<file path="config.mk">
export PLATFORM = sky130hd
export DESIGN_NAME = gate_pattern_step_sequencer_top
export DESIGN_NICKNAME = d
export VERILOG_FILES = /design/src/design/gpss_pkg.sv /design/src/design/gate_pattern_step_sequencer_top.sv
export SDC_FILE = /design/constraint.sdc
export NUM_CORES = 2
export LEC_CHECK = 0
export BUFFER_PORTS_ARGS = -buffer_cell sky130_fd_sc_hd__buf_2
export CORE_MARGIN = 2
export CORE_UTILIZATION = 37
export CTS_BUF_LIST = sky130_fd_sc_hd__clkbuf_8
export CTS_CLUSTER_DIAMETER = 80
export DETAILED_ROUTE_END_ITERATION = 6
export GPL_TIMING_DRIVEN = 1
export MAX_ROUTING_LAYER = met4
export SLEW_MARGIN = 10
export SYNTH_ARGS = -nofsm -noshare
export SYNTH_HDL_FRONTEND = slang
export SYNTH_SLANG_ARGS = --single-unit
</file>
<file path="constraint.sdc">
create_clock -name i_clk -period 16.23 [get_ports i_clk]
set_clock_uncertainty 0.05 [all_clocks]
set_input_delay 2.4345 -clock i_clk [delete_from_list [all_inputs] [get_ports i_clk]]
set_output_delay 2.4345 -clock i_clk [all_outputs]
set_load 0.02 [all_outputs]
</file>
<file path="src/design/gpss_pkg.sv">
`timescale 1ns / 1ps

package gpss_pkg;

    // Fixed field widths of the ports.
    localparam int CFG_W       = 16;
    localparam int BASE_W      = 32;
    localparam int REQ_W       = 7;
    localparam int TCH_W       = 3;
    localparam int TST_W       = 4;
    localparam int GATES_W     = 8;
    localparam int OUT_STEP_W  = 4;

    // Rate multiplier: unsigned, 12 fraction bits, 1.0 after reset.
    localparam int              MULT_FRAC        = 12;
    localparam logic [CFG_W-1:0] RATE_MULT_RESET = 16'd4096;

    localparam int PROD_W = BASE_W + CFG_W;

    // One request as it waits in the first stage, with the increment product.
    typedef struct packed {
        logic                     run_level;
        logic                     reset_level;
        logic                     ext_connected;
        logic                     ext_clock_level;
        logic signed [REQ_W-1:0]  requested_steps;
        logic                     toggle_valid;
        logic [TCH_W-1:0]         toggle_channel;
        logic [TST_W-1:0]         toggle_step;
        logic [PROD_W-1:0]        product;
    } t_s1;

endpackage

</file>
<file path="src/design/gate_pattern_step_sequencer_top.sv">
`timescale 1ns / 1ps

// Channel   Direction  Handshake                  Payload
// request   in         i_in_valid / o_in_stall    run, reset, ext clock, increment, steps, toggle
// result    out        o_out_valid / i_out_stall  gates, current_step, is_running, advanced
// config    in         i_cfg_we                   i_cfg_wdata (rate multiplier)
//
// One request per cycle is sustained while i_out_stall is low; an accepted request is registered
// in stage 1, then in stage 2, and its result is held in the stage 3 output registers.
// Stage 1 registers the increment product, stage 2 updates the step state and reads the
// pattern memory (two read ports), stage 3 writes the toggled row back and holds the result.
// Reset is synchronous: the step state and run flags are restored and the per-row valid
// bits are cleared at once, so rows never written read as all gates off.
// A stalled result stage lets the earlier stages fill; the request side stalls only
// when all three stages hold a request.
module gate_pattern_step_sequencer_top
    import gpss_pkg::*;
#(
    parameter int STEP_COUNT    = 12,
    parameter int CHANNEL_COUNT = 8,
    parameter int PHASE_BITS    = 32
) (
    input  logic                    i_clk,
    input  logic                    i_rst_n,

    input  logic                    i_cfg_we,
    input  logic [CFG_W-1:0]        i_cfg_wdata,

    input  logic                    i_in_valid,
    output logic                    o_in_stall,
    input  logic                    i_run_level,
    input  logic                    i_reset_level,
    input  logic                    i_ext_connected,
    input  logic                    i_ext_clock_level,
    input  logic [BASE_W-1:0]       i_base_increment,
    input  logic signed [REQ_W-1:0] i_requested_steps,
    input  logic                    i_toggle_valid,
    input  logic [TCH_W-1:0]        i_toggle_channel,
    input  logic [TST_W-1:0]        i_toggle_step,

    output logic                    o_out_valid,
    input  logic                    i_out_stall,
    output logic [GATES_W-1:0]      o_gates,
    output logic [OUT_STEP_W-1:0]   o_current_step,
    output logic                    o_is_running,
    output logic                    o_advanced
);

    localparam int SW         = $clog2(STEP_COUNT);
    localparam int SHIFT_UP   = (PHASE_BITS >= 32) ? PHASE_BITS - 32 : 0;
    localparam int SHIFT_DOWN = (PHASE_BITS < 32) ? 32 - PHASE_BITS : 0;
    localparam logic [63:0]            PHASE_MAX = (64'd1 << PHASE_BITS) - 64'd1;
    localparam logic signed [REQ_W-1:0] STEP_S   = REQ_W'(STEP_COUNT);
    localparam logic [CHANNEL_COUNT-1:0] ONE_HOT0 = CHANNEL_COUNT'(1);

    // Configuration and architectural step state.
    logic [CFG_W-1:0]      r_rate_multiplier;
    logic [SW-1:0]         r_step_pos, n_step_pos;
    logic [PHASE_BITS-1:0] r_phase, n_phase;
    logic                  r_run, n_run;
    logic                  r_last_run, r_last_reset, r_last_ext, n_last_ext;

    // Pattern memory with a valid bit per row.
    logic [CHANNEL_COUNT-1:0] r_pattern [STEP_COUNT];
    logic [STEP_COUNT-1:0]    r_row_valid;

    // Pipeline registers.
    logic                     r1_valid;
    t_s1                      r1;
    logic                     r2_valid;
    logic [CHANNEL_COUNT-1:0] r2_row_a, r2_row_b;
    logic                     r2_tog_ok;
    logic [SW-1:0]            r2_tst;
    logic [TCH_W-1:0]         r2_tch;
    logic [SW-1:0]            r2_step;
    logic                     r2_running;
    logic                     r2_advanced;
    logic                     r_out_valid;

    logic en1, en2, en3, adv2;

    assign en3  = !r_out_valid || !i_out_stall;
    assign en2  = !r2_valid || en3;
    assign en1  = !r1_valid || en2;
    assign adv2 = en2 && r1_valid;
    assign o_in_stall = !en1;

    // ---------------- stage 2 logic: step state update ----------------
    logic [63:0]           inc_wide;
    logic [PHASE_BITS-1:0] inc;
    logic [PHASE_BITS:0]   phase_sum;
    logic                  run_rise, ext_rise, reset_rise, step_next;
    logic [SW:0]           step_limit, step_plus;
    logic                  tog_ok;
    logic [SW-1:0]         addr_a;

    assign inc_wide  = (64'(r1.product >> MULT_FRAC) >> SHIFT_DOWN) << SHIFT_UP;
    assign inc       = (inc_wide > PHASE_MAX) ? PHASE_MAX[PHASE_BITS-1:0]
                                              : inc_wide[PHASE_BITS-1:0];
    assign phase_sum = {1'b0, r_phase} + {1'b0, inc};

    assign run_rise   = r1.run_level && !r_last_run;
    assign reset_rise = r1.reset_level && !r_last_reset;
    assign ext_rise   = r1.ext_clock_level && !r_last_ext;

    always_comb begin
        if (r1.requested_steps < REQ_W'(signed'(1))) begin
            step_limit = (SW+1)'(1);
        end else if (r1.requested_steps > STEP_S) begin
            step_limit = (SW+1)'(STEP_COUNT);
        end else begin
            step_limit = (SW+1)'(r1.requested_steps);
        end
    end

    assign step_plus = (SW+1)'(r_step_pos) + (SW+1)'(1);

    always_comb begin
        n_run      = r_run ^ run_rise;
        n_phase    = r_phase;
        n_last_ext = r_last_ext;
        step_next  = 1'b0;
        if (n_run) begin
            if (r1.ext_connected) begin
                n_last_ext = r1.ext_clock_level;
                if (ext_rise) begin
                    n_phase   = '0;
                    step_next = 1'b1;
                end
            end else begin
                n_phase   = phase_sum[PHASE_BITS-1:0];
                step_next = phase_sum[PHASE_BITS];
            end
        end
        n_step_pos = r_step_pos;
        if (reset_rise) begin
            n_phase    = '0;
            step_next  = 1'b1;
            n_step_pos = '0;
        end else if (step_next) begin
            n_step_pos = (step_plus >= step_limit) ? '0 : step_plus[SW-1:0];
        end
    end

    assign tog_ok = r1.toggle_valid
                 && (32'(r1.toggle_channel) < CHANNEL_COUNT)
                 && (32'(r1.toggle_step) < STEP_COUNT);
    assign addr_a = tog_ok ? SW'(r1.toggle_step) : '0;

    // ---------------- stage 3 logic: write back and result ----------------
    logic                     w_en;
    logic [CHANNEL_COUNT-1:0] w_mask, w_data, row_b_eff;
    logic                     fwd_a, fwd_b;

    assign w_mask    = ONE_HOT0 << r2_tch;
    assign w_data    = r2_row_a ^ w_mask;
    assign w_en      = en3 && r2_valid && r2_tog_ok;
    // A write and a read of the same row at one edge: take the new row.
    assign fwd_a     = w_en && (r2_tst == addr_a);
    assign fwd_b     = w_en && (r2_tst == n_step_pos);
    assign row_b_eff = r2_row_b ^ ((r2_tog_ok && (r2_tst == r2_step)) ? w_mask : '0);

    logic [GATES_W-1:0] gate_bits;
    for (genvar g = 0; g < GATES_W; g++) begin : g_gates
        if (g < CHANNEL_COUNT) begin : g_on
            assign gate_bits[g] = row_b_eff[g];
        end else begin : g_off
            assign gate_bits[g] = 1'b0;
        end
    end

    // ---------------- control registers ----------------
    always_ff @(posedge i_clk) begin
        if (!i_rst_n) begin
            r_rate_multiplier <= RATE_MULT_RESET;
            r_step_pos        <= '0;
            r_phase           <= '0;
            r_run             <= 1'b1;
            r_last_run        <= 1'b1;
            r_last_reset      <= 1'b1;
            r_last_ext        <= 1'b1;
            r_row_valid       <= '0;
            r1_valid          <= 1'b0;
            r2_valid          <= 1'b0;
            r_out_valid       <= 1'b0;
        end else begin
            if (i_cfg_we) begin
                r_rate_multiplier <= i_cfg_wdata;
            end
            if (adv2) begin
                r_step_pos   <= n_step_pos;
                r_phase      <= n_phase;
                r_run        <= n_run;
                r_last_run   <= r1.run_level;
                r_last_reset <= r1.reset_level;
                r_last_ext   <= n_last_ext;
            end
            if (w_en) begin
                r_row_valid[r2_tst] <= 1'b1;
            end
            if (en1) begin
                r1_valid <= i_in_valid;
            end
            if (en2) begin
                r2_valid <= r1_valid;
            end
            if (en3) begin
                r_out_valid <= r2_valid;
            end
        end
    end

    // ---------------- payload registers and pattern memory ----------------
    always_ff @(posedge i_clk) begin
        if (w_en) begin
            r_pattern[r2_tst] <= w_data;
        end
        if (en1 && i_in_valid) begin
            r1.run_level       <= i_run_level;
            r1.reset_level     <= i_reset_level;
            r1.ext_connected   <= i_ext_connected;
            r1.ext_clock_level <= i_ext_clock_level;
            r1.requested_steps <= i_requested_steps;
            r1.toggle_valid    <= i_toggle_valid;
            r1.toggle_channel  <= i_toggle_channel;
            r1.toggle_step     <= i_toggle_step;
            r1.product         <= PROD_W'(i_base_increment) * PROD_W'(r_rate_multiplier);
        end
        if (adv2) begin
            if (fwd_a) begin
                r2_row_a <= w_data;
            end else if (r_row_valid[addr_a]) begin
                r2_row_a <= r_pattern[addr_a];
            end else begin
                r2_row_a <= '0;
            end
            if (fwd_b) begin
                r2_row_b <= w_data;
            end else if (r_row_valid[n_step_pos]) begin
                r2_row_b <= r_pattern[n_step_pos];
            end else begin
                r2_row_b <= '0;
            end
            r2_tog_ok   <= tog_ok;
            r2_tst      <= addr_a;
            r2_tch      <= r1.toggle_channel;
            r2_step     <= n_step_pos;
            r2_running  <= n_run;
            r2_advanced <= step_next;
        end
        if (en3 && r2_valid) begin
            o_gates        <= gate_bits;
            o_current_step <= OUT_STEP_W'(r2_step);
            o_is_running   <= r2_running;
            o_advanced     <= r2_advanced;
        end
    end

    assign o_out_valid = r_out_valid;

`ifndef SYNTHESIS
    a_step_in_range: assert property (@(posedge i_clk) disable iff (!i_rst_n)
        32'(r_step_pos) < STEP_COUNT)
        else $error("step position beyond the step count");

    a_stall_only_when_full: assert property (@(posedge i_clk) disable iff (!i_rst_n)
        o_in_stall |-> (r1_valid && r2_valid && r_out_valid && i_out_stall))
        else $error("request stalled while the pipeline has room");

    a_write_marks_row: assert property (@(posedge i_clk) disable iff (!i_rst_n)
        w_en |=> r_row_valid[$past(r2_tst)])
        else $error("written row not marked valid");

    a_reset_restarts: assert property (@(posedge i_clk) disable iff (!i_rst_n)
        (adv2 && reset_rise) |=> (r_step_pos == '0 && r_phase == '0 && r2_advanced))
        else $error("reset edge did not restart the sequence");
`endif

endmodule
</file>
# After elaboration in Yosys (flattened, before gate mapping)
# Memory sizes are Yosys's and may differ from the RTL's.
# Cells that the tools add are included.
op_classes:
  reduce_logical: 26
  order_cmp: 9
  add_sub_neg: 2
  n_bitwise: 4
  div: 0
  muxes: 27
  n_shift: 1
  n_eq_ne: 4
  mul: 1
ops:
  columns: ["cell", "n"]
  rows:
  - ["$mux 32", 5]
  - ["$mul 32x16->48", 1]
  - ["$mux 8", 5]
  - ["$gt 36x32->1 const B", 1]
  - ["$add 32x32->33", 1]
  - ["$mux 4", 4]
  - ["$xor 8x8->8", 2]
  - ["$lt 4x5->1 const B", 3]
  - ["$eq 4x4->1", 3]
  - ["$logic_and 1x1->1", 12]
  - ["$or 12x12->12", 1]
  - ["$mux 5", 2]
  - ["$bmux 1 s4", 2]
  - ["$logic_not 1->1", 8]
  - ["$mux 1", 8]
  - ["$shl 1x3->8 const A", 1]
  - ["$gt 7x5->1 const B", 1]
  - ["$lt 7x2->1 const B", 1]
  - ["$reduce_and 3->1", 2]
  - ["$add 4x1->5 const B", 1]
  - ["$ge 5x5->1", 1]
  - ["$demux 1 s4", 1]
  - ["$ge 4x1->1 const B", 1]
  - ["$lt 4x4->1 const B", 1]
  - ["4 further kinds", 6]
totals:
  n_memories: 1
  wordCells: 107
  regBits: 182
  out_inout_bits: 16
  mem_bits_rw: 96
  latchBits: 0
  romBits: 0
memory_table:
  columns: ["memory", "depth", "width", "rd", "rd_clocked_by_memory_dff", "write_ports", "line", "rtl"]
  rows:
  - ["r_pattern", 12, 8, 2, 0, 1, "gate_pattern_step_sequencer_top.sv:64", "logic [CHANNEL_COUNT-1:0] r_pattern [STEP_COUNT];"]

# Depth between registers and ports, before layout
logic_depth:
  word_depth: 11
  depth_mapped: 25
  mapped_depth_nobuf: 24

# Worst setup path after synthesis
# OpenSTA, ideal clock, no wires.
synth_timing:
  path_type: "input to register"
  startpoint: "input port i_base_increment[10]"
  endpoint: "register r1 (netlist bit inc_wide[35]), data pin"
  cell_stages: 22
  slack_ns: 7.411
  required_ns: 15.916
  t_arrival_ns: 8.505
  path_cell_list: "clkbuf_1 > nand2_1 > fa_1 > fa_1 > fa_1 > fa_1 > inv_1 > fa_1 > inv_1 > fa_1 > inv_1 > ha_1 > o21a_1 > o21ai_0 > or2_2 > a311o_1 > a2111o_1 > o21ai_0 > a211oi_1 > o21ai_0 > a221oi_1 > xnor2_1"
synth_via:
  elab_chain_len: 1
synth_rtl:
  columns: ["item", "line", "rtl"]
  rows:
  - ["from (decl)", "gate_pattern_step_sequencer_top.sv:35", "input logic [BASE_W-1:0] i_base_increment,"]
  - ["$mul 32x16->48", "gate_pattern_step_sequencer_top.sv:227", "r1.product <= PROD_W'(i_base_increment) * PROD_W'(r_rate_multiplier);"]
  - ["to (decl)", "gate_pattern_step_sequencer_top.sv:69", "t_s1 r1;"]
# No other way between the ends.
# A chain may end at the register's enable or synchronous reset.

# Final worst setup path
layout_timing:
  startpoint: "input port i_base_increment[13]"
  endpoint: "register r1 (netlist bit inc_wide[35]), data pin"
# The elaborated chain is that of the path after synthesis.

==> flow_results.org <==
** Outcome
- The flow ran to the end, and the final reports show no timing, DRC or antenna violations.

** Clock network
- In this run the deepest clock path goes through 3 buffers.
- Counting the buffers created by CTS gives 48.
- Skew-Pair Late Insertion Delay :: between 0.6 and 0.7 ns
- Reg clk slew, reported paths :: 0.06 ns
- The clock net in this run drives a total of around 270 sinks.
- Cts hold-fix bufs :: 0
- Cells resized by post-CTS repair :: 0
- Buffers added to address setup during post-CTS repair amount to 0.
- TritonCTS built the clock tree.
- Root Buffer :: sky130_fd_sc_hd__clkbuf_8
- The clock tree synthesis step divided the H-tree into 2 levels.

** Routing
- For this run, design rule violations remaining after detail routing come to 0.
- Sum of routed wire length over all layers :: 70900 um
- First DRT Iteration DRCs :: about 1000
- After detailed routing, the average wire length per cell comes to between 15 and 20 um.
- The first detailed-routing pass ran for 5 iterations.
- Dividing the detail-routed via count by the number of cells gives between 4 and 5.
- Summing over every cut layer, the via total after detailed routing is 19900.
- Remaining antenna violation count after routing :: 0

** GRT
- Entering global routing, the biggest net connects 75 pins.
- After global routing the overflow that remains totals 0.
- First-pass GRT wire length :: around 120000 um
- Via count of the first global-routing pass :: between 20000 and 25000
- The initial antenna violation count is 2.
- Global routing used between 10% and 20% of the available tracks across all layers.

** Yosys
- Synth async-reset ratio :: 0%
- The netlist uses 86 different library cells.
- For this run, the register share of the synthesized area comes to between 20% and 30%.
- Total of flip-flops plus latches after synthesis :: roughly 270
- Average footprint of a synthesized cell :: between 9 and 10 um^2
- Yosys mapped a number of flops with a built-in enable equal to around 200.
- Yosys printed 0 warnings.
- Counting every net in the synthesized netlist gives ~3500.
- After technology mapping, the gate count stands at approximately 2900.
- Flip-flop cell with the highest count after synthesis :: sky130_fd_sc_hd__edfxtp_1
- Post-synthesis cell area :: ~29000 um^2

** Worst setup path
- Minimum setup slack among reg-to-reg paths :: around 8.3 ns
- On the critical path, the stage with the largest delay is an instance of sky130_fd_sc_hd__fa_1.
- In this run the worst setup path begins at i_base_increment[13].
- The endpoint identified for the worst register-to-register timing path is inc_wide[35].
- STA puts the critical path data arrival time at about 9.2 ns.
- The signal on the critical path passes through buf_2 > nand2_1 > fa_1 > fa_1 > fa_1 > inv_1 > fa_1 > fa_1 > inv_1 > fa_1 > inv_1 > ha_1 > nand4_1 > or2_2 > a311o_1 > a2111o_1 > o21ai_0 > a211oi_1 > o21ai_0 > a221oi_1 > xnor2_1.
- The worst setup path is captured at a register.
- Classification of the worst setup path :: input pin to register
- Following the worst setup path forward leads to its endpoint at inc_wide[35].
- In this run the critical register-to-register path is launched from r_rate_multiplier[1].
- In this run the worst path has a maximum fanout of 16.
- Endpoint required time on the critical path :: roughly 17 ns
- The worst register-to-register path has a depth of 21.
- The cell that appears most often on the critical path is sky130_fd_sc_hd__fa_1.
- The worst setup path is launched from an input pin.
- Slowest cell delay on critical path :: 0.54 ns

** Min path
- Hold Path Class :: register to register

** STA
- RSZ-0062 raised after global routing :: no
- Worst-Margin Slew :: between 1 and 1.5 ns
- The number of slew-limit violations in the final report is 0.
- The worst pin sits at a relative slew slack of 19.9%.
- Final Hold Vio Count :: 0
- Worst setup margin :: 7.41 ns
- The worst path uses 54.4% of the clock period.
- Setup violations remaining at the end of the flow were counted as 0.
- Upper clock frequency limit :: approximately 0.11 GHz
- The worst path in the final design needs a cycle of roughly 9 ns, including I/O delays and setup.
- Summed over all failing endpoints, the final setup total negative slack is 0 ns.

** Floorplan
- The die is approximately 280 um wide.
- Number of placed I/O pins :: a little under 90
- Area of the die :: ~80000 um^2
- Die boundary height :: 283 um
- Row generation in the floorplan step produced between 100 and 150 rows.
- Effective utilization at floorplan :: around 37%
- The core region is a little under 80000 um^2.

** Place
- Final GP Congestion :: 0.865
- The placed instances occupy a cell area of approximately 30000 um^2.
- Once detailed placement completed, the half-perimeter wirelength came to around 52000 um.
- Worst slack, placed :: between 6 and 7 ns
- Input and output buffers added on the ports amount to 87.

** Cells and area
- Commonest non-fill, non-tap cells in the layout :: sky130_fd_sc_hd__inv_1, sky130_fd_sc_hd__fa_1, sky130_fd_sc_hd__nand2_1
- For this run, the post-layout net count is 3571.
- Cells fill between 40% and 50% of the core in the end.
- After filler insertion, the fill cell instance count of the layout stands at roughly 7600.
- Final Cell Area :: slightly above 30000 um^2
- Post-synthesis to final-layout area growth :: 8.55%
- The post-route netlist has ~8% of its cells at a drive strength greater than 1.
- The library cell used most frequently in the layout, excluding fill and tap cells, is sky130_fd_sc_hd__inv_1.

** Power
- Peak supply drop :: roughly 0.000095 V
- P per Cell Area :: ~120 nW/um^2
- Leakage Power :: 13.6 nW

** Flow run
- Number of maximum-capacitance violations :: 0
report_power, final:
part | internal (mW) | switching [mW] | total, mW
logic | 0.906 | 1.22 | 2.13
clock network | 0.341 | 0.304 | 0.646
registers | 0.885 | 0.0325 | 0.918
total | 2.13 | 1.56 | 3.69
layer usage:
metal / routed length, um / track usage (%) / up-vias
li1: - / - / 9375
met1: 32900 / 25.5 / 10000
met2: 33300 / 30.9 / 462
met3: 3370 / 2.17 / 81
met4: 1300 / 4.27 / 0
met5: 0 / - / -
Yosys cell counts (5+ instances only):
| cell type | count | area [um^2] |
|---|---|---|
| sky130_fd_sc_hd__a32oi_1 | 6 | 52.6 |
| sky130_fd_sc_hd__o211ai_1 | 7 | 52.6 |
| sky130_fd_sc_hd__mux2i_1 | 93 | 931 |
| sky130_fd_sc_hd__a21o_1 | 39 | 293 |
| sky130_fd_sc_hd__nor2b_1 | 59 | 369 |
| sky130_fd_sc_hd__o22ai_1 | 16 | 100 |
| sky130_fd_sc_hd__a211o_1 | 5 | 43.8 |
| sky130_fd_sc_hd__nand4_1 | 13 | 81.3 |
| sky130_fd_sc_hd__nor2_1 | 68 | 255 |
| sky130_fd_sc_hd__a221oi_1 | 20 | 175 |
| sky130_fd_sc_hd__xnor2_1 | 59 | 517 |
| sky130_fd_sc_hd__nor3_1 | 15 | 75.1 |
| sky130_fd_sc_hd__clkbuf_1 | 118 | 443 |
| sky130_fd_sc_hd__ha_1 | 155 | 1940 |
| sky130_fd_sc_hd__xor2_1 | 34 | 298 |
| sky130_fd_sc_hd__a31oi_1 | 5 | 31.3 |
| sky130_fd_sc_hd__edfxtp_1 | 195 | 5860 |
| sky130_fd_sc_hd__a22oi_1 | 32 | 240 |
| sky130_fd_sc_hd__a211oi_1 | 17 | 128 |
| sky130_fd_sc_hd__dfxtp_1 | 71 | 1420 |
| sky130_fd_sc_hd__and3_1 | 13 | 81.3 |
| sky130_fd_sc_hd__o31ai_1 | 6 | 45.0 |
| sky130_fd_sc_hd__fa_1 | 418 | 8370 |
| sky130_fd_sc_hd__inv_1 | 463 | 1740 |
| sky130_fd_sc_hd__a21oi_1 | 81 | 405 |
| sky130_fd_sc_hd__o21bai_1 | 11 | 82.6 |
| sky130_fd_sc_hd__o21ai_0 | 52 | 260 |
| sky130_fd_sc_hd__and2_1 | 222 | 1390 |
| sky130_fd_sc_hd__a21boi_0 | 5 | 37.5 |
| sky130_fd_sc_hd__nand3_1 | 25 | 125 |
| sky130_fd_sc_hd__o21a_1 | 23 | 173 |
| sky130_fd_sc_hd__nand2_1 | 401 | 1510 |
| sky130_fd_sc_hd__nand2b_1 | 46 | 288 |
| sky130_fd_sc_hd__buf_2 | 5 | 25.0 |
| sky130_fd_sc_hd__mux2_2 | 6 | 67.6 |
sequential cells by signal, indices dropped and copies added, names as in the netlist, 3 cells and up:
| register | flops |
|---|---|
| r2_row_b | 8 |
| o_gates | 8 |
| r1 | 19 |
| r2_step | 4 |
| r_step_pos | 4 |
| inc_wide | 36 |
| r2_tst | 4 |
| r_row_valid | 12 |
| r_phase | 32 |
| r2_tch | 3 |
| r_rate_multiplier | 16 |
| o_current_step | 4 |
| r_pattern | 96 |
| r2_row_a | 8 |
worst max-delay path, delay by kind of cell:
family	cells	cell delay (ns)
xor+xnor	1	0.14
simple gates	3	0.59
compound gates	6	2.10
buf+inv	4	0.48
fa+ha+maj	7	3.39
through the flow:
stage	instances	total power [mW]	hold WS (ns)
after global routing	4010	4.08	0.378
after detailed placement	3916	3.06	0.356
after floorplan	2894	2.56	0.350
final	4010	3.69	0.370
after CTS	4005	3.73	0.372
after global placement	3916	3.04	0.354
logic make-up (layout without fill, tap and decap cells):
kind of cell	after synthesis	after routing	share of synthesized area, %
AO/OA/AOI/OAI	366	366	8.86
XOR/XNOR	94	94	2.89
adder cells (fa/ha/maj)	573	573	35.9
buffers and inverters	602	673	8.12
flip-flops	266	266	25.3
multiplexers	101	101	3.62
other	1	6	0.0130
AND/OR/NAND/NOR	891	891	15.3
worst min-delay path by stage:
stage,from,cells past startpoint,to,slack [ns]
final,r2_running,0,o_is_running,0.37
after global routing,r1[54],0,r2_tch[2],0.38
after CTS,r2_running,0,o_is_running,0.37
after detailed placement,r2_running,0,o_is_running,0.36
after global placement,r2_running,0,o_is_running,0.35
after floorplan,r2_advanced,0,o_advanced,0.35
cell type report:
cell class	count	area [um^2]	area share, %
antenna	5	12.5	0.0401
clock buffer	54	743	2.38
clock inverter	35	229	0.734
inverter	468	1770	5.69
multi-input combinational	2026	19200	61.6
sequential	266	7280	23.3
tap	1040	1300	4.17
timing repair buffer	116	653	2.09
Power figures use the tool's default switching activity.
